==> config.mk <==
export PLATFORM = sky130hd
export DESIGN_NAME = slot_ring_handoff_controller_unit_flat
export DESIGN_NICKNAME = d
export VERILOG_FILES = /design/src/rtl/core/srhc_pkg.sv /design/src/rtl/core/srhc_in_if.sv /design/src/rtl/core/srhc_out_if.sv /design/src/rtl/core/slot_ring_handoff_controller_unit.sv /design/src/rtl/core/srhc_slot_ram.sv /design/src/rtl/core/srhc_ctrl.sv /design/src/flat_wrapper.sv
export SDC_FILE = /design/constraint.sdc
export NUM_CORES = 1
export LEC_CHECK = 0
export ABC_AREA = 1
export BUFFER_PORTS_ARGS = -buffer_cell sky130_fd_sc_hd__buf_4
export CAP_MARGIN = 20
export CORE_MARGIN = 2
export CORE_UTILIZATION = 40
export DETAILED_ROUTE_END_ITERATION = 10
export GPL_ROUTABILITY_DRIVEN = 0
export MAX_ROUTING_LAYER = met4
export PLACE_DENSITY = 0.53
export SETUP_SLACK_MARGIN = 0.5
export SKIP_CTS_REPAIR_TIMING = 1
export SLEW_MARGIN = 25
export SYNTH_ARGS = -nofsm -noshare
export SYNTH_HDL_FRONTEND = slang
export SYNTH_SLANG_ARGS = --single-unit
==> constraint.sdc <==
create_clock -name clk_i -period 12.4 [get_ports clk_i]
set_clock_uncertainty 0.15 [all_clocks]
set_input_delay 0.62 -clock clk_i [delete_from_list [all_inputs] [get_ports clk_i]]
set_output_delay 0.62 -clock clk_i [all_outputs]
set_load 0.03 [all_outputs]
==> src/rtl/core/srhc_pkg.sv <==
`timescale 1ns / 1ps
// Shared types and constants for the slot ring handoff controller.
// No dependencies; every other file in rtl/core uses this package.
package srhc_pkg;

  localparam int unsigned MaxSlots = 64;
  localparam int unsigned SlotIdxW = $clog2(MaxSlots);
  localparam int unsigned CountW   = 7;
  localparam int unsigned ModeW    = 3;
  localparam int unsigned MinSlots = 3;

  typedef enum logic [1:0] {
    SlotEmpty   = 2'd0,
    SlotFull    = 2'd1,
    SlotDumped  = 2'd2,
    SlotAborted = 2'd3
  } slot_e;

  typedef enum logic [ModeW-1:0] {
    ModeMark    = 3'd0,
    ModeRelease = 3'd1,
    ModeDump    = 3'd2,
    ModeAbort   = 3'd3,
    ModeCheck   = 3'd4
  } mode_e;

  // mark full answers
  localparam logic [1:0] FillHanded   = 2'd0;
  localparam logic [1:0] FillOverflow = 2'd1;
  localparam logic [1:0] FillAborted  = 2'd2;

  // producer check answers
  localparam logic [1:0] ProdReady   = 2'd0;
  localparam logic [1:0] ProdWait    = 2'd1;
  localparam logic [1:0] ProdAborted = 2'd2;

  // consumer check answers
  localparam logic [1:0] ConsData   = 2'd0;
  localparam logic [1:0] ConsWait   = 2'd1;
  localparam logic [1:0] ConsNoData = 2'd2;

  localparam logic [CountW-1:0] LevelMax = {CountW{1'b1}};

  // slot memory access request
  typedef struct packed {
    logic                rd_en;
    logic [SlotIdxW-1:0] rd_addr;
    logic                wr_en;
    logic [SlotIdxW-1:0] wr_addr;
    slot_e               wr_data;
  } ram_req_t;

endpackage

==> src/rtl/core/srhc_in_if.sv <==
`timescale 1ns / 1ps
// Request channel: valid/ready plus one step's mode and slot index.
// Depends on srhc_pkg.
interface srhc_in_if;
  logic                          valid;
  logic                          ready;
  logic [srhc_pkg::ModeW-1:0]    mode;
  logic [srhc_pkg::SlotIdxW-1:0] slot_index;

  modport source (output valid, output mode, output slot_index, input ready);
  modport sink   (input valid, input mode, input slot_index, output ready);
endinterface

==> src/rtl/core/srhc_out_if.sv <==
`timescale 1ns / 1ps
// Result channel: valid/ready plus one step's answer fields.
// Depends on srhc_pkg.
interface srhc_out_if;
  logic                        valid;
  logic                        ready;
  logic [1:0]                  fill_status;
  logic [1:0]                  slot_state;
  logic [1:0]                  producer_wait;
  logic [1:0]                  consumer_wait;
  logic [srhc_pkg::CountW-1:0] slots_in_use;
  logic [srhc_pkg::CountW-1:0] peak_in_use;
  logic                        abort_seen;
  logic                        index_error;

  modport source (
    output valid, output fill_status, output slot_state, output producer_wait,
    output consumer_wait, output slots_in_use, output peak_in_use,
    output abort_seen, output index_error, input ready
  );
  modport sink (
    input valid, input fill_status, input slot_state, input producer_wait,
    input consumer_wait, input slots_in_use, input peak_in_use,
    input abort_seen, input index_error, output ready
  );
endinterface

==> src/rtl/core/slot_ring_handoff_controller_unit.sv <==
`timescale 1ns / 1ps
// Top level of the slot ring handoff controller: slot count register,
// sequencer and slot memory. Depends on srhc_pkg, srhc_in_if, srhc_out_if,
// srhc_slot_ram and srhc_ctrl.
//
//   channel  dir  handshake          payload
//   in_i     in   valid/ready        mode, slot_index
//   out_o    out  valid/ready        fill_status ... index_error
//   cfg      in   cfg_we_i (no wait) cfg_wdata_i = ring length
//
// Steps: mark, release, check and unused modes do a slot read, then
//   modify/write-back and result load, through the single-read-port slot
//   memory. Dump and abort add a sweep over the effective slot count that
//   reads one slot and writes the previous one each cycle, then a drain write.
// Reset: counters and flags clear; per-slot valid bits make every slot read
//   as empty at once, so there is no clearing pass. Slot count resets to 64.
// Stalls: a finished result sits in the output register; the next request is
//   taken while it waits, and the block only holds in its execute cycle when
//   that register is still occupied.
module slot_ring_handoff_controller_unit (
  input  logic                        clk_i,
  input  logic                        rst_ni,
  input  logic                        cfg_we_i,
  input  logic [srhc_pkg::CountW-1:0] cfg_wdata_i,
  srhc_in_if.sink                     in_i,
  srhc_out_if.source                  out_o
);

  localparam logic [srhc_pkg::CountW-1:0] CntMax = srhc_pkg::CountW'(srhc_pkg::MaxSlots);
  localparam logic [srhc_pkg::CountW-1:0] CntMin = srhc_pkg::CountW'(srhc_pkg::MinSlots);

  logic [srhc_pkg::CountW-1:0] ring_len_q, ring_len_d;
  logic [srhc_pkg::CountW-1:0] eff_count;
  srhc_pkg::ram_req_t          ram_req;
  srhc_pkg::slot_e             rd_state;

  // slot count register: to be written only while idle; the block does not enforce this
  assign ring_len_d = cfg_we_i ? cfg_wdata_i : ring_len_q;

  always_ff @(posedge clk_i or negedge rst_ni) begin
    if (!rst_ni) begin
      ring_len_q <= CntMax;
    end else begin
      ring_len_q <= ring_len_d;
    end
  end

  // clamp into the built range [3, MaxSlots]
  assign eff_count = (ring_len_q > CntMax) ? CntMax :
                     (ring_len_q < CntMin) ? CntMin : ring_len_q;

  srhc_ctrl u_ctrl (
    .clk_i      (clk_i),
    .rst_ni     (rst_ni),
    .slot_cnt_i (eff_count),
    .in_i       (in_i),
    .out_o      (out_o),
    .ram_req_o  (ram_req),
    .rd_state_i (rd_state)
  );

  srhc_slot_ram u_slot_ram (
    .clk_i      (clk_i),
    .rst_ni     (rst_ni),
    .req_i      (ram_req),
    .rd_state_o (rd_state)
  );

  // one step at a time: no transfer right after another
  a_one_at_a_time: assert property (@(posedge clk_i) disable iff (!rst_ni)
    (in_i.valid && in_i.ready) |=> !in_i.ready)
    else $error("request taken while a step is in flight");

  // fill level never above the high-water mark
  a_level_le_peak: assert property (@(posedge clk_i) disable iff (!rst_ni)
    out_o.valid |-> (out_o.slots_in_use <= out_o.peak_in_use))
    else $error("fill level above peak");

  // a rejected index leaves no slot or fill answer
  a_ierr_clean: assert property (@(posedge clk_i) disable iff (!rst_ni)
    (out_o.valid && out_o.index_error) |->
      (out_o.slot_state == 2'd0 && out_o.fill_status == srhc_pkg::FillHanded))
    else $error("index error with slot answer");

endmodule

==> src/rtl/core/srhc_slot_ram.sv <==
`timescale 1ns / 1ps
// Slot state memory: one read and one write port, registered read data.
// Per-entry valid bits make unwritten slots read as empty. Uses srhc_pkg.
module srhc_slot_ram (
  input  logic               clk_i,
  input  logic               rst_ni,
  input  srhc_pkg::ram_req_t req_i,
  output srhc_pkg::slot_e    rd_state_o
);

  logic [1:0]                      mem_q [srhc_pkg::MaxSlots];
  logic [srhc_pkg::MaxSlots-1:0]   valid_q;
  logic [1:0]                      rd_data_q;
  logic                            rd_valid_q;

  always_ff @(posedge clk_i) begin
    if (req_i.wr_en) begin
      mem_q[req_i.wr_addr] <= req_i.wr_data;
    end
    if (req_i.rd_en) begin
      rd_data_q <= mem_q[req_i.rd_addr];
    end
  end

  always_ff @(posedge clk_i or negedge rst_ni) begin
    if (!rst_ni) begin
      valid_q    <= '0;
      rd_valid_q <= 1'b0;
    end else begin
      if (req_i.wr_en) begin
        valid_q[req_i.wr_addr] <= 1'b1;
      end
      if (req_i.rd_en) begin
        rd_valid_q <= valid_q[req_i.rd_addr];
      end
    end
  end

  assign rd_state_o = rd_valid_q ? srhc_pkg::slot_e'(rd_data_q) : srhc_pkg::SlotEmpty;

endmodule

==> src/rtl/core/srhc_ctrl.sv <==
`timescale 1ns / 1ps
// Step sequencer: read-modify-write of the addressed slot, dump/abort sweep,
// fill counters and the result register. Uses srhc_pkg and both channel interfaces.
module srhc_ctrl (
  input  logic                        clk_i,
  input  logic                        rst_ni,
  input  logic [srhc_pkg::CountW-1:0] slot_cnt_i,
  srhc_in_if.sink                     in_i,
  srhc_out_if.source                  out_o,
  output srhc_pkg::ram_req_t          ram_req_o,
  input  srhc_pkg::slot_e             rd_state_i
);

  typedef enum logic [3:0] {
    StIdle  = 4'b0001,
    StExec  = 4'b0010,
    StWalk  = 4'b0100,
    StDrain = 4'b1000
  } ctrl_state_e;

  ctrl_state_e                   state_q, state_d;
  srhc_pkg::mode_e               mode_q, mode_d;
  logic [srhc_pkg::SlotIdxW-1:0] idx_q, idx_d;
  logic                          idx_ok_q, idx_ok_d;
  logic [srhc_pkg::SlotIdxW-1:0] last_q, last_d;
  logic [srhc_pkg::SlotIdxW-1:0] ptr_q, ptr_d;
  logic [srhc_pkg::SlotIdxW-1:0] wr_ptr_q, wr_ptr_d;
  logic                          wr_pend_q, wr_pend_d;
  logic [srhc_pkg::CountW-1:0]   level_q, level_d;
  logic [srhc_pkg::CountW-1:0]   peak_q, peak_d;
  logic                          abort_q, abort_d;
  logic                          out_valid_q, out_valid_d;

  logic [1:0]                    res_fill_q, res_fill_d;
  logic [1:0]                    res_slot_q, res_slot_d;
  logic [1:0]                    res_pw_q, res_pw_d;
  logic [1:0]                    res_cw_q, res_cw_d;
  logic [srhc_pkg::CountW-1:0]   res_level_q, res_level_d;
  logic [srhc_pkg::CountW-1:0]   res_peak_q, res_peak_d;
  logic                          res_abort_q, res_abort_d;
  logic                          res_ierr_q, res_ierr_d;

  // step outcome from the slot read
  srhc_pkg::slot_e               new_state;
  logic                          step_wr;
  logic [1:0]                    fill_st, pw, cw;
  logic                          ierr;
  logic [srhc_pkg::CountW-1:0]   lvl_n, peak_n;
  logic                          abort_n;
  logic                          out_free;
  srhc_pkg::slot_e               sweep_state;

  always_comb begin
    new_state = rd_state_i;
    step_wr   = 1'b0;
    fill_st   = srhc_pkg::FillHanded;
    pw        = srhc_pkg::ProdReady;
    cw        = srhc_pkg::ConsData;
    ierr      = 1'b0;
    lvl_n     = level_q;
    abort_n   = abort_q;
    unique case (mode_q)
      srhc_pkg::ModeMark: begin
        ierr = !idx_ok_q;
        if (idx_ok_q) begin
          if (rd_state_i == srhc_pkg::SlotEmpty) begin
            new_state = srhc_pkg::SlotFull;
            step_wr   = 1'b1;
            if (level_q != srhc_pkg::LevelMax) begin
              lvl_n = level_q + 1'b1;
            end
          end else if (rd_state_i == srhc_pkg::SlotAborted) begin
            fill_st = srhc_pkg::FillAborted;
          end else begin
            fill_st = srhc_pkg::FillOverflow;
          end
        end
      end
      srhc_pkg::ModeRelease: begin
        ierr = !idx_ok_q;
        if (idx_ok_q) begin
          if (rd_state_i == srhc_pkg::SlotFull) begin
            new_state = srhc_pkg::SlotEmpty;
            step_wr   = 1'b1;
            if (level_q != '0) begin
              lvl_n = level_q - 1'b1;
            end
          end else if (rd_state_i == srhc_pkg::SlotDumped) begin
            new_state = srhc_pkg::SlotEmpty;
            step_wr   = 1'b1;
          end
        end
      end
      srhc_pkg::ModeDump: begin
        // the sweep does the writes; this only predicts the addressed slot
        if (rd_state_i == srhc_pkg::SlotEmpty) begin
          new_state = srhc_pkg::SlotDumped;
        end
      end
      srhc_pkg::ModeAbort: begin
        new_state = srhc_pkg::SlotAborted;
        abort_n   = 1'b1;
      end
      srhc_pkg::ModeCheck: begin
        ierr = !idx_ok_q;
        if (idx_ok_q) begin
          unique case (rd_state_i)
            srhc_pkg::SlotEmpty: begin
              pw = srhc_pkg::ProdReady;
              cw = srhc_pkg::ConsWait;
            end
            srhc_pkg::SlotFull: begin
              pw = srhc_pkg::ProdWait;
              cw = srhc_pkg::ConsData;
            end
            srhc_pkg::SlotDumped: begin
              pw = srhc_pkg::ProdWait;
              cw = srhc_pkg::ConsNoData;
            end
            srhc_pkg::SlotAborted: begin
              pw = srhc_pkg::ProdAborted;
              cw = srhc_pkg::ConsNoData;
            end
            default: begin
              pw = srhc_pkg::ProdReady;
              cw = srhc_pkg::ConsData;
            end
          endcase
        end
      end
      default: begin
        // unused modes leave slots and counters alone
      end
    endcase
    peak_n = (lvl_n > peak_q) ? lvl_n : peak_q;
  end

  // sweep write value for the entry read last cycle
  assign sweep_state = (mode_q == srhc_pkg::ModeAbort) ? srhc_pkg::SlotAborted :
                       (rd_state_i == srhc_pkg::SlotEmpty) ? srhc_pkg::SlotDumped :
                       rd_state_i;

  assign out_free = !out_valid_q || out_o.ready;

  always_comb begin
    state_d     = state_q;
    mode_d      = mode_q;
    idx_d       = idx_q;
    idx_ok_d    = idx_ok_q;
    last_d      = last_q;
    ptr_d       = ptr_q;
    wr_ptr_d    = wr_ptr_q;
    wr_pend_d   = wr_pend_q;
    level_d     = level_q;
    peak_d      = peak_q;
    abort_d     = abort_q;
    out_valid_d = out_valid_q && !out_o.ready;
    res_fill_d  = res_fill_q;
    res_slot_d  = res_slot_q;
    res_pw_d    = res_pw_q;
    res_cw_d    = res_cw_q;
    res_level_d = res_level_q;
    res_peak_d  = res_peak_q;
    res_abort_d = res_abort_q;
    res_ierr_d  = res_ierr_q;
    ram_req_o   = '0;

    unique case (state_q)
      StIdle: begin
        if (in_i.valid) begin
          ram_req_o.rd_en   = 1'b1;
          ram_req_o.rd_addr = in_i.slot_index;
          mode_d   = srhc_pkg::mode_e'(in_i.mode);
          idx_d    = in_i.slot_index;
          idx_ok_d = {1'b0, in_i.slot_index} < slot_cnt_i;
          last_d   = srhc_pkg::SlotIdxW'(slot_cnt_i - 1'b1);
          state_d  = StExec;
        end
      end
      StExec: begin
        if (out_free) begin
          ram_req_o.wr_en   = step_wr;
          ram_req_o.wr_addr = idx_q;
          ram_req_o.wr_data = new_state;
          level_d     = lvl_n;
          peak_d      = peak_n;
          abort_d     = abort_n;
          out_valid_d = 1'b1;
          res_fill_d  = fill_st;
          res_slot_d  = idx_ok_q ? new_state : srhc_pkg::SlotEmpty;
          res_pw_d    = pw;
          res_cw_d    = cw;
          res_level_d = lvl_n;
          res_peak_d  = peak_n;
          res_abort_d = abort_n;
          res_ierr_d  = ierr;
          ptr_d       = '0;
          wr_pend_d   = 1'b0;
          if (mode_q == srhc_pkg::ModeDump || mode_q == srhc_pkg::ModeAbort) begin
            state_d = StWalk;
          end else begin
            state_d = StIdle;
          end
        end
      end
      StWalk: begin
        ram_req_o.rd_en   = 1'b1;
        ram_req_o.rd_addr = ptr_q;
        ram_req_o.wr_en   = wr_pend_q;
        ram_req_o.wr_addr = wr_ptr_q;
        ram_req_o.wr_data = sweep_state;
        wr_pend_d = 1'b1;
        wr_ptr_d  = ptr_q;
        if (ptr_q == last_q) begin
          state_d = StDrain;
        end else begin
          ptr_d = ptr_q + 1'b1;
        end
      end
      StDrain: begin
        ram_req_o.wr_en   = wr_pend_q;
        ram_req_o.wr_addr = wr_ptr_q;
        ram_req_o.wr_data = sweep_state;
        wr_pend_d = 1'b0;
        state_d   = StIdle;
      end
      default: begin
        state_d = StIdle;
      end
    endcase
  end

  always_ff @(posedge clk_i or negedge rst_ni) begin
    if (!rst_ni) begin
      state_q     <= StIdle;
      wr_pend_q   <= 1'b0;
      level_q     <= '0;
      peak_q      <= '0;
      abort_q     <= 1'b0;
      out_valid_q <= 1'b0;
    end else begin
      state_q     <= state_d;
      wr_pend_q   <= wr_pend_d;
      level_q     <= level_d;
      peak_q      <= peak_d;
      abort_q     <= abort_d;
      out_valid_q <= out_valid_d;
    end
  end

  always_ff @(posedge clk_i) begin
    mode_q      <= mode_d;
    idx_q       <= idx_d;
    idx_ok_q    <= idx_ok_d;
    last_q      <= last_d;
    ptr_q       <= ptr_d;
    wr_ptr_q    <= wr_ptr_d;
    res_fill_q  <= res_fill_d;
    res_slot_q  <= res_slot_d;
    res_pw_q    <= res_pw_d;
    res_cw_q    <= res_cw_d;
    res_level_q <= res_level_d;
    res_peak_q  <= res_peak_d;
    res_abort_q <= res_abort_d;
    res_ierr_q  <= res_ierr_d;
  end

  assign in_i.ready          = (state_q == StIdle);
  assign out_o.valid         = out_valid_q;
  assign out_o.fill_status   = res_fill_q;
  assign out_o.slot_state    = res_slot_q;
  assign out_o.producer_wait = res_pw_q;
  assign out_o.consumer_wait = res_cw_q;
  assign out_o.slots_in_use  = res_level_q;
  assign out_o.peak_in_use   = res_peak_q;
  assign out_o.abort_seen    = res_abort_q;
  assign out_o.index_error   = res_ierr_q;

endmodule
==> src/flat_wrapper.sv <==
// flat-port wrapper written by rule: the top's interface ports become plain ports
module slot_ring_handoff_controller_unit_flat 
  (clk_i, rst_ni, cfg_we_i, cfg_wdata_i, in_i_valid, in_i_mode, in_i_slot_index, in_i_ready, out_o_valid, out_o_fill_status, out_o_slot_state, out_o_producer_wait, out_o_consumer_wait, out_o_slots_in_use, out_o_peak_in_use, out_o_abort_seen, out_o_index_error, out_o_ready);
  srhc_in_if in_i_i ();
  srhc_out_if out_o_i ();
  input  logic clk_i;
  input  logic rst_ni;
  input  logic cfg_we_i;
  input  logic [srhc_pkg::CountW-1:0] cfg_wdata_i;
  input wire logic [$bits(in_i_i.valid)-1:0] in_i_valid;
  input wire logic [$bits(in_i_i.mode)-1:0] in_i_mode;
  input wire logic [$bits(in_i_i.slot_index)-1:0] in_i_slot_index;
  output wire logic [$bits(in_i_i.ready)-1:0] in_i_ready;
  output wire logic [$bits(out_o_i.valid)-1:0] out_o_valid;
  output wire logic [$bits(out_o_i.fill_status)-1:0] out_o_fill_status;
  output wire logic [$bits(out_o_i.slot_state)-1:0] out_o_slot_state;
  output wire logic [$bits(out_o_i.producer_wait)-1:0] out_o_producer_wait;
  output wire logic [$bits(out_o_i.consumer_wait)-1:0] out_o_consumer_wait;
  output wire logic [$bits(out_o_i.slots_in_use)-1:0] out_o_slots_in_use;
  output wire logic [$bits(out_o_i.peak_in_use)-1:0] out_o_peak_in_use;
  output wire logic [$bits(out_o_i.abort_seen)-1:0] out_o_abort_seen;
  output wire logic [$bits(out_o_i.index_error)-1:0] out_o_index_error;
  input wire logic [$bits(out_o_i.ready)-1:0] out_o_ready;
  assign in_i_i.valid = in_i_valid;
  assign in_i_i.mode = in_i_mode;
  assign in_i_i.slot_index = in_i_slot_index;
  assign in_i_ready = in_i_i.ready;
  assign out_o_valid = out_o_i.valid;
  assign out_o_fill_status = out_o_i.fill_status;
  assign out_o_slot_state = out_o_i.slot_state;
  assign out_o_producer_wait = out_o_i.producer_wait;
  assign out_o_consumer_wait = out_o_i.consumer_wait;
  assign out_o_slots_in_use = out_o_i.slots_in_use;
  assign out_o_peak_in_use = out_o_i.peak_in_use;
  assign out_o_abort_seen = out_o_i.abort_seen;
  assign out_o_index_error = out_o_i.index_error;
  assign out_o_i.ready = out_o_ready;
  slot_ring_handoff_controller_unit u_core (.clk_i(clk_i), .rst_ni(rst_ni), .cfg_we_i(cfg_we_i), .cfg_wdata_i(cfg_wdata_i), .in_i(in_i_i), .out_o(out_o_i));
endmodule
---- Yosys cells after proc, flatten, opt, wreduce, memory -nomap -nowiden ----
Memory sizes are Yosys's and may differ from the RTL's. A register that Yosys moved wholly into a read port is not among the register bits.
Index checks and enable logic that the tools add are counted.
operators by class
  $add $sub $neg .......................... 4
  $mul .................................... 0
  divide/modulo/power cells ............... 0
  magnitude comparators ................... 7
  equal/unequal tests ..................... 17
  shift-type cells ........................ 0
  muxes and demuxes ....................... 51
  bitwise logic cells ..................... 3
  reductions and logical operators ........ 23
operator list
  operator             number
  $mux 7               10
  $or 64x64->64        1
  $pmux 7 s2           2
  $mux 2               9
  $pmux 9 s2           1
  $lt 6x7->1 const B   2
  $mux 1               13
  $mux 4               3
  $mux 6               2
  $pmux 2 s3           2
  $pmux 4 s3           1
  $pmux 6 s2           1
  $mux 9               1
  $ne 2x2->1 const B   4
  $pmux 2 s4           1
  $reduce_and 2->1     4
  $add 7x1->7 const B  1
  $gt 7x7->1           1
  $gt 7x7->1 const B   1
  $lt 6x7->1           1
  $lt 7x2->1 const B   1
  $ne 7x7->1 const B   1
  $reduce_bool 7->1    1
  $sub 7x1->7 const B  1
  other kinds (29)     40
storage, ports and cells
  flip-flop bits (word level) ............. 145
  latch bits .............................. 0
  RAM bits ................................ 128
  memory bits (read-only) ................. 0
  input port bits ......................... 21
  output and inout bits ................... 26
  memories kept ........................... 1
memory list
  name                     depth  bits a word  read ports  clocked after Yosys merged registers in  wr ports  line                 source
  u_core.u_slot_ram.mem_q  64     2            1           1                                        1         srhc_slot_ram.sv:11  logic [1:0] mem_q [srhc_pkg::MaxSlots];

---- Longest topological paths before layout ----
Gate-level depths: netlist (run 1).
  depth after elaboration ................. 13
  depth in mapped cells ................... 25
  depth with buffers taken out ............ 25

---- Cells and area by module ----
From an unflattened synthesis (run 1), not the netlist that was laid out.
unflattened totals
  cell total of the unflattened synthesis .. 1282
  area, all modules ....................... 12754.7 um^2
by module, submodules not included
  module                             times used  cells an instance  area each (um^2)  sequential area each (um^2)
  srhc_slot_ram                      1           776                8262.9            5530.3
  srhc_ctrl                          1           466                4171.5            2088.3
  slot_ring_handoff_controller_unit  1           40                 320.3             176.4

---- Least setup slack after synthesis (run 1) ----
OpenSTA, ideal clock, no wires.
  path type ............................... flip-flop to flip-flop
  start point ............................. register u_core.u_ctrl.state_q[3]
  end point ............................... memory u_core.u_slot_ram.mem_q[0][1], data pin
  arrival time ............................ 4.037 ns
  data required time ...................... 11.548 ns
  path slack .............................. 7.512 ns
  stages on the path, launching flop included .. 8
  buffers on the path ..................... 2
  period minus slack after synthesis ...... 4.888 ns
  cell sequence ........................... dfrtp_1 nor2_4 nand3_2 nor2_4 buf_2 inv_1 clkbuf_1 o21ai_0
RTL lines
  element                   line                 source
  start: declaration        srhc_ctrl.sv:21      ctrl_state_e state_q, state_d;
  start signal: assignment  srhc_ctrl.sv:235     state_q <= StIdle;
  start signal: assignment  srhc_ctrl.sv:242     state_q <= state_d;
  end: declaration          srhc_slot_ram.sv:11

---- Worst setup path in the final report (run 1) ----
  start point ............................. register u_core.u_ctrl.state_q[0]
  end point ............................... register u_core.u_slot_ram.rd_data_q[0] (read register of u_core.u_slot_ram.mem_q), data pin
between the ends
  cells in the longest elaborated chain, start to end .. 2
ends and longest elaborated chain
  element                                   line                 source
  $eq 4x3->1 or $eq 4x1->1 (tied branches)  srhc_ctrl.sv:168     unique case (state_q)
  $pmux 7 s2 (*)                            srhc_ctrl.sv:168
  end: declaration                          srhc_slot_ram.sv:13  logic [1:0] rd_data_q;
Mark *: on every way between the ends. The rest lies on a longest branch, timed or not.
A chain may end at the register's enable or synchronous reset.

==> metrics, run 1 <==
status complete, no violations; worst-path fanout max 25; die width ~180 µm; clk slew on worst S/H paths around 0.060 ns; post-route ant nets 0; clock share of power 0.294; synthesized area per cell between 9 and 10 µm²; Post-synth EDFFs 182; first-pass GRT wire length between 50000 and 60000 µm; max-slew violations 0; vias in the first global route 9149; via-per-instance ratio 5.266; CTS Buf Count 31; Max-Cap Viols 0; Sum Neg Setup Slack 0 ns; syn nets about 1400; First-pass DRT Iterations 5; Layout area overhead 12.53%; Vias 9294; IO Port Bufs 46; Mapped Area about 13000 µm²; Post-synth ARST share 0.3382; Tightest Hold Check Type in -> reg; DR iter-0 viols a little over 600; worst slew pin tran 0.9858 ns; sequential share of power 0.393; CP startpoint kind register; final setup fails 0; synth unique cells just over 40; htree depth 1; YS warnings 0; Max VDD drop 0.1075 mV; final WL 31040 µm; slowest stage delay, CP around 0.76 ns; layout cells sized above 1 0.1145; clock sinks around 280; internal power consumption around 1.9 mW; Initial Util 0.4078; DR WL/cell approximately 18 µm; DP Wirelength about 19000 µm; row count 65; Arr. time, crit path ~4.3 ns; Hold Fails Final Rpt 0; Comb pwr share 0.313; CTS tree yes; worst-skew pair later-pin latency 0.57 ns; Post-layout nets roughly 1400; slew margin rel. 0.3412; grt total ovfl 0; Post-DP Area about 14000 µm²; n_diodes 0; RSZ-0062 raised after global routing no; clock root cell clkbuf_16; WP data required 12.65 ns; IO Count 47; die footprint 33710 µm²; pin count of the biggest net entering global routing between 80 and 90; cell area after layout around 15000 µm²; Yosys reg bits 275; crit path cell chain inv_2 -> nor2_2 -> nand2_1 -> nor2_2 -> nand2_1 -> nand2_2 -> inv_2 -> o211ai_1 -> nand3_1 -> nand3_1 -> nand3_1 -> nand2_1; detailed-route DRC error count 0; crit share post-route 0.3239; static leakage 5.867 nW; Tot GR Track Use 0.1947; initial antenna violation count 0; clock buffer depth 3; slowest CP cell nor2_2; synthesized instance count 1311; Top FF cell, synth edfxtp_1; Cell Pwr Density about 210 nW/µm²; critical path type reg -> reg; Worst setup EP type register; FMAX about 0.25 GHz; DIE HEIGHT approximately 180 µm; Sw Ratio 0.3665; filler instances 2989; core area between 30000 and 40000 µm²; register area share after synthesis 0.6042; P_sw 1.108 mW; clock period minus worst slack around 4 ns
-- state kept, by name, indices dropped and copies added (netlist names), 2 cells and up --
name / cells
u_core.u_ctrl.out_o.fill_status: 2
u_core.u_ctrl.out_o.peak_in_use: 7
u_core.u_ctrl.out_o.producer_wait: 2
u_core.u_ctrl.level_q: 7
u_core.u_ctrl.mode_q: 3
u_core.u_ctrl.ptr_q: 6
u_core.u_slot_ram.valid_q: 64
u_core.u_ctrl.state_q: 4
u_core.u_ctrl.out_o.slot_state: 2
u_core.u_slot_ram.rd_data_q: 2
u_core.u_ctrl.peak_q: 7
u_core.u_ctrl.idx_q: 6
u_core.ring_len_q: 7
u_core.u_ctrl.last_q: 6
u_core.u_ctrl.out_o.slots_in_use: 7
u_core.u_ctrl.out_o.consumer_wait: 2
u_core.u_slot_ram.mem_q: 128
u_core.u_ctrl.wr_ptr_q: 6
-- area by class of cell --
type | instances | area (µm²) | share of cell area
multi-input combinational | 797 | 4156 | 0.2863
tap | 402 | 503.0 | 0.03464
clock buffer | 43 | 850.8 | 0.05860
inverter | 179 | 671.9 | 0.04628
timing repair buffer | 54 | 411.6 | 0.02835
clock inverter | 15 | 130.1 | 0.008962
sequential | 275 | 7795 | 0.5369
-- synthesized netlist by cell type, types with 2 or more instances --
cell      count  area [µm²]
nor2_2        6       37.54
nor3_1        7       35.03
nand2_1     158       593.1
o22ai_1       6       37.54
nand2_2       4       25.02
a22oi_2       6       75.07
xor2_1        9       78.83
nor2_4        5       56.30
dfrtp_1      91        2277
buf_6         4       45.04
buf_1         2       7.510
or2_2         2       12.51
o22ai_2       2       25.02
a21boi_0      2       15.01
nand3_1     149       745.7
buf_2        36       180.2
o31ai_1       5       37.54
o21ai_1      36       180.2
o211ai_1     35       262.8
a211oi_1      2       15.01
o21ai_0     135       675.7
inv_1       159       596.8
nor2_1      151       566.8
dfstp_2       2       52.55
nand4_1       4       25.02
clkbuf_1     15       56.30
edfxtp_1    182        5465
inv_2        19       71.32
a21oi_1      33       165.2
clkbuf_2      2       10.01
nand3_2       8       80.08
ha_1         24       300.3
o21a_1        2       15.01
-- power by group through the flow --
stage | sequential [mW] | combinational, mW | clock (mW)
2_1_floorplan | 1.22 | 0.661 | 0
6_report | 1.19 | 0.947 | 0.890
3_5_place_dp | 1.21 | 0.957 | 0
3_3_place_gp | 1.21 | 0.954 | 0
5_1_grt | 1.20 | 1.08 | 0.944
4_1_cts | 1.19 | 0.959 | 0.907
-- cell usage in the layout, fill, tap and decap left out, types with 31 or more instances in the layout --
cell / count
buf_4: 52
inv_1: 159
nand3_1: 149
o21ai_0: 134
edfxtp_1: 182
nand2_1: 157
dfrtp_1: 91
a21oi_1: 33
clkbuf_16: 31
o211ai_1: 35
nor2_1: 151
o21ai_1: 36
-- logic make-up (layout without fill, tap and decap cells) --
family / count (synthesis) / count (layout) / synth area share
flip-flops: 275 / 275 / 0.6042
AO/OA/AOI/OAI: 268 / 268 / 0.1205
adder cells (fa/ha/maj): 24 / 24 / 0.02327
buffers and inverters: 239 / 291 / 0.07583
XOR/XNOR: 9 / 9 / 0.006110
AND/OR/NAND/NOR: 496 / 496 / 0.1701
-- worst max-delay path: cells and delay by family (launching register included) --
kind | cells | cell delay [ns]
compound gates | 1 | 0.26
flops | 1 | 0.54
buf+inv | 2 | 0.49
simple gates | 9 | 2.39
-- stage by stage --
stage                     power [mW]  instances    util  setup WS [ns]  hold slack [ns]
after floorplan                1.880       1311       -          7.512           0.1744
after global placement         2.160       1706  0.4275          8.411           0.2891
after detailed placement       2.163       1706  0.4275          8.357           0.2947
after CTS                      3.055       1764  0.4585          8.332          -0.2193
after global routing           3.218       1765  0.4589          7.908          0.06529
final                          3.024       1765  0.4589          8.384          0.08954
-- per-layer routing --
metal,vias to the layer above,wire (µm),global-route usage
met5,-,0,-
met4,0,588,0.04576
met3,45,1323,0.02496
met2,211,14630,0.3152
met1,4514,14500,0.2626
li1,4524,-,-
-- path summary, 6_finish.rpt --
check / startpoint / endpoint / slack, ns / cells past startpoint
setup / recovery: u_core.u_ctrl.state_q[0] / u_core.u_slot_ram.rd_data_q[0] / 8.38 / 12
hold reg to reg: u_core.u_slot_ram.valid_q[9] / u_core.u_slot_ram.valid_q[9] / 0.30 / 2
max in group asynchronous: rst_ni / u_core.ring_len_q[1] / 10.77 / 3
hold / removal: in_i_mode[0] / u_core.u_ctrl.mode_q[0] / 0.09 / 1
min in group asynchronous: rst_ni / u_core.u_ctrl.peak_q[4] / 0.33 / 2
setup reg to reg: u_core.u_ctrl.state_q[0] / u_core.u_slot_ram.rd_data_q[0] / 8.38 / 12
(Power assumes the default switching activity.)
==> inputs of run 2 (changes only) <==
==> constraint.sdc (replaced) <==
create_clock -name clk_i -period 4.1 [get_ports clk_i]
set_clock_uncertainty 0.15 [all_clocks]
set_input_delay 0.205 -clock clk_i [delete_from_list [all_inputs] [get_ports clk_i]]
set_output_delay 0.205 -clock clk_i [all_outputs]
set_load 0.03 [all_outputs]
==> run 2 against run 1 <==
  * Critical path depth rose by 10
  * Clock power rose to 3.2 times the previous value
  * First-iteration DRC count rose by 24%
  * Critical endpoint is now u_core.u_ctrl.out_o.peak_in_use[0]
  * Highest routed layer unchanged
==> metrics, run 2 (synthesized netlist as in run 1, its figures left out) <==
Initial Util 0.4078 (unchanged); die footprint 33710 µm² (unchanged); row count 65 (unchanged); RSZ-0062 raised after global routing no (unchanged); worst-skew pair later-pin latency 0.52 ns (was 0.57 ns); slew margin rel. 0.3440 (was 0.3412); clock root cell clkbuf_16 (unchanged); post-route ant nets 0 (unchanged); Layout area overhead 18.37% (was 12.53%); FMAX 0.2939 GHz (was 0.2490 GHz); Tot GR Track Use 0.1991 (was 0.1947); clock buffer depth 3 (unchanged); CTS Buf Count 34 (was 31); final setup fails 0 (unchanged); CTS tree yes (unchanged); status complete, no violations (unchanged); max-slew violations 0 (unchanged); Sum Neg Setup Slack 0 ns (unchanged); worst-path fanout max 7 (was 25); worst slew pin tran 0.9826 ns (was 0.9858 ns); Cell Pwr Density 633.4 nW/µm² (was 208.3 nW/µm²); DIE HEIGHT 183.6 µm (unchanged); Vias 9545 (was 9294); htree depth 2 (was 1); n_diodes 0 (unchanged); slowest stage delay, CP 0.55 ns (was 0.76 ns); WP data required 4.22 ns (was 12.65 ns); core area 31640 µm² (unchanged); max reg flops 128 (unchanged); Max VDD drop 0.4114 mV (was 0.1075 mV); Worst setup EP type register (unchanged); GR Util met3 0.02615 (was 0.02496); critical path type reg -> reg (unchanged); Biggest register u_core.u_slot_ram.mem_q (unchanged); die width 183.6 µm (unchanged); clock period minus worst slack 3.402 ns (was 4.016 ns); First-pass DRT Iterations 5 (unchanged); met1 usage 0.2576 (was 0.2626); Arr. time, crit path 3.52 ns (was 4.27 ns); crit share post-route 0.8298 (was 0.3239); layout cells sized above 1 0.1502 (was 0.1145); first-pass GRT wire length 50750 µm (was 50280 µm); CP Buf/Inv Count 5 (was 2); static leakage 6.186 nW (was 5.867 nW); final WL 32080 µm (was 31040 µm); DR iter-0 viols 760 (was 613); most frequent CP cell nand2_1; clk slew on worst S/H paths 0.06 ns (about the same); commonest non-fill, non-tap cell in the layout edfxtp_1 (unchanged); CP startpoint kind register (unchanged); most frequent cells in the layout edfxtp_1 (182), inv_1 (153), nand2_1 (150), nor2_1 (150), nand3_1 (148) (was edfxtp_1 (182), inv_1 (159), nand2_1 (157)); detailed-route DRC error count 0 (unchanged); initial antenna violation count 0 (unchanged); Tightest Hold Check Type in -> async (was in -> reg); crit path cell chain nand2_1 -> nor2_4 -> nand4_1 -> nand2_2 -> inv_2 -> nand2_1 -> xor2_1 -> nand2_1 -> nand2_1 -> o21ai_2 -> inv_2 -> ha_1 -> a21oi_1 -> o21ai_0 -> nand4_1 -> nand2_2 -> inv_2 -> nor2_4 -> buf_4 -> or2_2 -> o21ai_2 -> inv_1 (was inv_2 -> nor2_2 -> nand2_1 -> nor2_2 -> nand2_1 -> nand2_2 -> inv_2 -> o211ai_1 -> nand3_1 -> nand3_1 -> nand3_1 -> nand2_1); via-per-instance ratio 5.224 (was 5.266); final hold slack 0.1091 ns (was 0.08954 ns); Max-Cap Viols 0 (unchanged); vias in the first global route 9235 (was 9149); pin count of the biggest net entering global routing 103 (was 82); met2 usage 0.3257 (was 0.3152); Hold Fails Final Rpt 0 (unchanged); DP Wirelength 19280 µm (was 18840 µm); Post-layout nets 1446 (was 1383); grt peak-use layer met2 (unchanged); IO Count 47 (unchanged); delay-heaviest family, CP simple AND/OR/NAND/NOR gates (unchanged); slowest CP cell dfrtp_1 (was nor2_2); IO Port Bufs 46 (unchanged); clock sinks 275 (unchanged); Regs by FF count u_core.u_slot_ram.mem_q (128), u_core.u_slot_ram.valid_q (64) (unchanged); grt total ovfl 0 (unchanged); DR WL/cell 17.56 µm (was 17.59 µm)
==> run 2: cell types whose count changed in the layout (fill, tap and decap cells not counted), moves of 5 or more <==
cell,before,now
nand2_1,157,150
inv_2,19,24
inv_1,159,153
dlygate4sd3_1,1,33
buf_4,52,78
==> run 2: final timing paths <==
kind | end | slack [ns] | start | cells after the start
worst min register to register | u_core.u_ctrl.abort_q | 0.30 | u_core.u_ctrl.abort_q | 2
max in group asynchronous | u_core.u_slot_ram.valid_q[1] | 2.87 | rst_ni | 3
worst max register to register | u_core.u_ctrl.out_o.peak_in_use[0] | 0.70 | u_core.u_ctrl.level_q[2] | 22
min in group clk_i | u_core.u_ctrl.mode_q[1] | 0.27 | in_i_mode[1] | 2
worst max-delay path | u_core.u_ctrl.out_o.peak_in_use[0] | 0.70 | u_core.u_ctrl.level_q[2] | 22
worst min-delay path | u_core.u_ctrl.level_q[0] | 0.11 | rst_ni | 2
==> run 2: worst reg2reg max path: stages, from the launching register on <==
cell and delay (ns):
dfrtp_1 0.55, nand2_1 0.17, nor2_4 0.17, nand4_1 0.11
nand2_2 0.13, inv_2 0.06, nand2_1 0.07, xor2_1 0.15
nand2_1 0.07, nand2_1 0.08, o21ai_2 0.08, inv_2 0.08
ha_1 0.23, a21oi_1 0.11, o21ai_0 0.10, nand4_1 0.12
nand2_2 0.07, inv_2 0.08, nor2_4 0.04, buf_4 0.15
or2_2 0.28, o21ai_2 0.07, inv_1 0.05
==> run 2: report_power, final <==
group / internal (mW) / switching (mW) / leakage (nW)
logic: 0.995 / 2.21 / 3.09
registers: 3.42 / 0.189 / 2.56
clock network: 1.71 / 1.14 / 0.530
total: 6.13 / 3.55 / 6.19
==> run 2: layout make-up <==
type                            count  area, µm²
Fill cell                        2962      16360
Inverter                          179      680.7
Multi-Input combinational cell    797       4252
Tap cell                          402      503.0
Timing Repair Buffer              114      967.2
Clock inverter                     13      112.6
Sequential cell                   275       7796
Clock buffer                       47      960.9
==> run 2: stage by stage <==
stage / setup WS, ns / std cells / instance area [µm²] / utilization / power, mW
after global routing: 0.4604 / 1827 / 15270 / 0.4827 / 10.25
after global placement: 0.4103 / 1724 / 13680 / 0.4325 / 6.644
after detailed placement: 0.2936 / 1724 / 13680 / 0.4325 / 6.667
after CTS: 0.2815 / 1784 / 14760 / 0.4665 / 9.538
after floorplan: 0.6982 / 1311 / 12910 / - / 5.681
final: 0.6978 / 1827 / 15270 / 0.4827 / 9.673
==> run 2: per-layer routing <==
layer  wire length [µm]  up-vias
met5                  0        -
met4                866        0
met3               1275       57
met2              15510      196
met1              14430     4650
li1                   -     4642
==> inputs of run 3 (changes only) <==
--- a/config.mk
+++ b/config.mk
@@ -5,7 +5,7 @@
 export SDC_FILE = /design/constraint.sdc
 export NUM_CORES = 1
 export LEC_CHECK = 0
-export ABC_AREA = 1
+export ABC_AREA = 0
 export BUFFER_PORTS_ARGS = -buffer_cell sky130_fd_sc_hd__buf_4
 export CAP_MARGIN = 20
 export CORE_MARGIN = 2
==> constraint.sdc (replaced) <==
create_clock -name clk_i -period 3.2 [get_ports clk_i]
set_clock_uncertainty 0.15 [all_clocks]
set_input_delay 0.16 -clock clk_i [delete_from_list [all_inputs] [get_ports clk_i]]
set_output_delay 0.16 -clock clk_i [all_outputs]
set_load 0.03 [all_outputs]
==> run 3 against run 2 <==
  * The flow now finishes with violations (negative setup slack)
  * Setup slack worse by 1.0 ns
  * First-iteration DRC count down 15%
  * Cell count down 5.4%
  * Global-route usage up 0.57 points
  * Worst hold slack worse by 0.062 ns
  * Count of clock-buffer cells in the layout up 2
  * Sequential cell count unchanged
==> metrics, run 3 <==
clock root cell clkbuf_16 (unchanged); max reg flops 128 (unchanged); Initial Util 0.4085 (was 0.4078); GR Util met3 0.02948 (was 0.02615); clock period minus worst slack 3.517 ns (was 3.402 ns); post-route ant nets 0 (unchanged); placed insts 1597 (was 1724); area occupied by multi-input gates 5388 µm² (was 4252 µm²); pin count of the biggest net entering global routing 65 (was 103); syn nets 1151 (was 1356); Commonest cells post-synth nand2_1 (212), edfxtp_1 (182), dfrtp_1 (91), nand3_1 (91), nor2_1 (79) (was edfxtp_1 (182), inv_1 (159), nand2_1 (158)); CP Launch Point u_core.u_slot_ram.rd_valid_q (was u_core.u_ctrl.level_q[2]); Layout area overhead 35.04% (was 18.37%); dominant cells by area after synthesis edfxtp_1 (43%), dfrtp_1 (18%), nand2_1 (6.3%) (was edfxtp_1 (42%), dfrtp_1 (18%), nand3_1 (5.8%)); First-pass DRT Iterations 5 (unchanged); synthesized instance count 1106 (was 1311); hold wc startpoint in_i_valid; met1 usage 0.2732 (was 0.2576); Pwr Total 10.91 mW (was 9.673 mW); DR iter-0 viols 647 (was 760); CTS Buf Count 31 (was 34); worst-skew pair later-pin latency 0.57 ns (was 0.52 ns); violated checks negative setup slack; worst slew pin tran 0.6929 ns (was 0.9826 ns); initial antenna violation count 1 (was 0); Post-synth ARST share 0.3382 (unchanged); most frequent cells in the layout nand2_1 (200), edfxtp_1 (182), buf_4 (146) (was edfxtp_1 (182), inv_1 (153), nand2_1 (150), nor2_1 (150), nand3_1 (148)); Yosys reg bits 275 (unchanged); IO Port Bufs 46 (unchanged); grt total ovfl 0 (unchanged); Post-DP Area 14250 µm² (was 13680 µm²); vias in the first global route 8847 (was 9235); Synth top area share 0.4340 (was 0.4236); final WL 35280 µm (was 32080 µm); final non-filler cell total 1729 (was 1827); layout cells sized above 1 0.3506 (was 0.1502); register area share after synthesis 0.6190 (was 0.6042); DP Wirelength 21850 µm (was 19280 µm); Post-layout nets 1352 (was 1446); top-count cell post-synth nand2_1 (was edfxtp_1); static leakage 6.769 nW (was 6.186 nW); Sum Neg Setup Slack -3.661 ns (was 0 ns); critical path type reg -> reg (unchanged); Worst setup EP type register (unchanged); Arr. time, crit path 3.67 ns (was 3.52 ns); first-pass GRT wire length 50930 µm (was 50750 µm); Tot GR Track Use 0.2048 (was 0.1991); met2 usage 0.3339 (was 0.3257); final hold slack 0.04752 ns (was 0.1091 ns); synthesized area per cell 11.39 µm² (was 9.842 µm²); die width 181.4 µm (was 183.6 µm); final setup fails 14 (was 0); filler instances 2613 (was 2962); Vias 9195 (was 9545); Regs by FF count u_core.u_slot_ram.mem_q (128), u_core.u_slot_ram.valid_q (64) (unchanged); cell area after layout 17010 µm² (was 15270 µm²); crit share post-route 1.099 (was 0.8298); commonest non-fill, non-tap cell in the layout nand2_1 (was edfxtp_1); clk slew on worst S/H paths 0.06 ns (about the same); Final WS setup -0.3173 ns (was 0.6978 ns); origin of the critical flop-to-flop path u_core.u_slot_ram.rd_valid_q (was u_core.u_ctrl.level_q[2]); synth unique cells 68 (was 41); Top FF cell, synth edfxtp_1 (unchanged); via-per-instance ratio 5.318 (was 5.224); htree depth 1 (was 2); RSZ-0062 raised after global routing yes (was no); IO Count 47 (unchanged); Hold Fails Final Rpt 0 (unchanged); YS warnings 0 (unchanged); DIE HEIGHT 181.4 µm (was 183.6 µm); die footprint 32920 µm² (was 33710 µm²); Max-Cap Viols 0 (unchanged); FMAX 0.2843 GHz (was 0.2939 GHz); grt peak-use layer met2 (unchanged); Post-synth EDFFs 182 (unchanged); Biggest register u_core.u_slot_ram.mem_q (unchanged); worst-path fanout max 6 (was 7); row count 64 (was 65); max-slew violations 0 (unchanged); Tightest Hold Check Type in -> reg (was in -> async); detailed-route DRC error count 0 (unchanged); clock sinks 275 (unchanged); Max VDD drop 0.5579 mV (was 0.4114 mV); post-synth top area cell edfxtp_1 (unchanged); WP data required 3.36 ns (was 4.22 ns); clock buffer depth 3 (unchanged); core area 30830 µm² (was 31640 µm²); Mapped Area 12590 µm² (was 12900 µm²); register area 7797 µm² (was 7796 µm²); status complete, but fails checks (was complete, no violations); CTS tree yes (unchanged); slew margin rel. 0.5353 (was 0.3440); DR WL/cell 20.41 µm (was 17.56 µm); Cell Pwr Density 641.8 nW/µm² (was 633.4 nW/µm²); CP startpoint kind register (unchanged)
[run 3: cell types whose count changed in the layout (fill, tap and decap cells not counted), moves of 55 or more]
cell / before / now
inv_1: 153 / 21
nor2_1: 150 / 26
o21ai_0: 130 / 16
nor2_4: 8 / 63
buf_4: 78 / 146
nand3_1: 148 / 79
[run 3: worst max-delay path, stage by stage (launching register included)]
cell,delay (ns)
dfrtp_1,0.40
and2_4,0.17
inv_4,0.06
ha_4,0.13
nand2_2,0.06
a21oi_4,0.18
nand2_1,0.09
a21oi_2,0.14
o221ai_2,0.11
ha_1,0.30
nor2b_1,0.14
o21a_1,0.16
o21a_1,0.16
o21a_1,0.17
o21a_1,0.19
o21ai_4,0.22
a21oi_4,0.13
mux2_4,0.31
[run 3: power breakdown]
part | leakage [nW] | switching, mW | total (mW) | internal (mW)
clock network | 0.501 | 1.41 | 3.50 | 2.09
registers | 2.94 | 0.135 | 4.19 | 4.06
logic | 3.33 | 1.73 | 3.22 | 1.49
[run 3: layer usage]
metal | up-vias | routed length, µm
li1 | 4360 | -
met1 | 4575 | 16130
met2 | 201 | 16730
met3 | 59 | 1466
met4 | 0 | 952
met5 | - | 0
[run 3: area by class of cell]
type	count	share of cell area
Tap cell	396	0.02913
Clock inverter	9	0.004341
Multi-Input combinational cell	750	0.3168
Antenna cell	1	0.0001471
Inverter	24	0.006622
Clock buffer	49	0.05547
Sequential cell	275	0.4585
Timing Repair inverter	1	0.0005150
Timing Repair Buffer	224	0.1285
[run 3: through the flow]
stage | util | worst slack [ns]
finish | 0.5516 | -0.3173
global route | 0.5516 | -0.4671
CTS | 0.4951 | -0.3956
detailed placement | 0.4621 | -0.3693
global placement | 0.4621 | -0.3440
floorplan | - | -0.2558
[run 3: final timing paths]
path | endpoint | slack (ns) | cells after the start
min in group asynchronous | u_core.u_ctrl.out_o.valid | 0.51 | 3
max | u_core.u_ctrl.out_o.peak_in_use[4] | -0.32 | 17
min | u_core.u_ctrl.idx_q[5] | 0.05 | 3
max in group asynchronous | u_core.u_ctrl.abort_q | 1.51 | 4
max reg2reg | u_core.u_ctrl.out_o.peak_in_use[4] | -0.32 | 17
min reg2reg | u_core.u_slot_ram.valid_q[35] | 0.31 | 1
[run 3: cells by family after synthesis]
group,share of synthesized area
simple gates,0.2071
fa+ha+maj,0.02385
buf+inv,0.02991
compound gates,0.07571
mux,0.03338
xor+xnor,0.01113
flops,0.6190
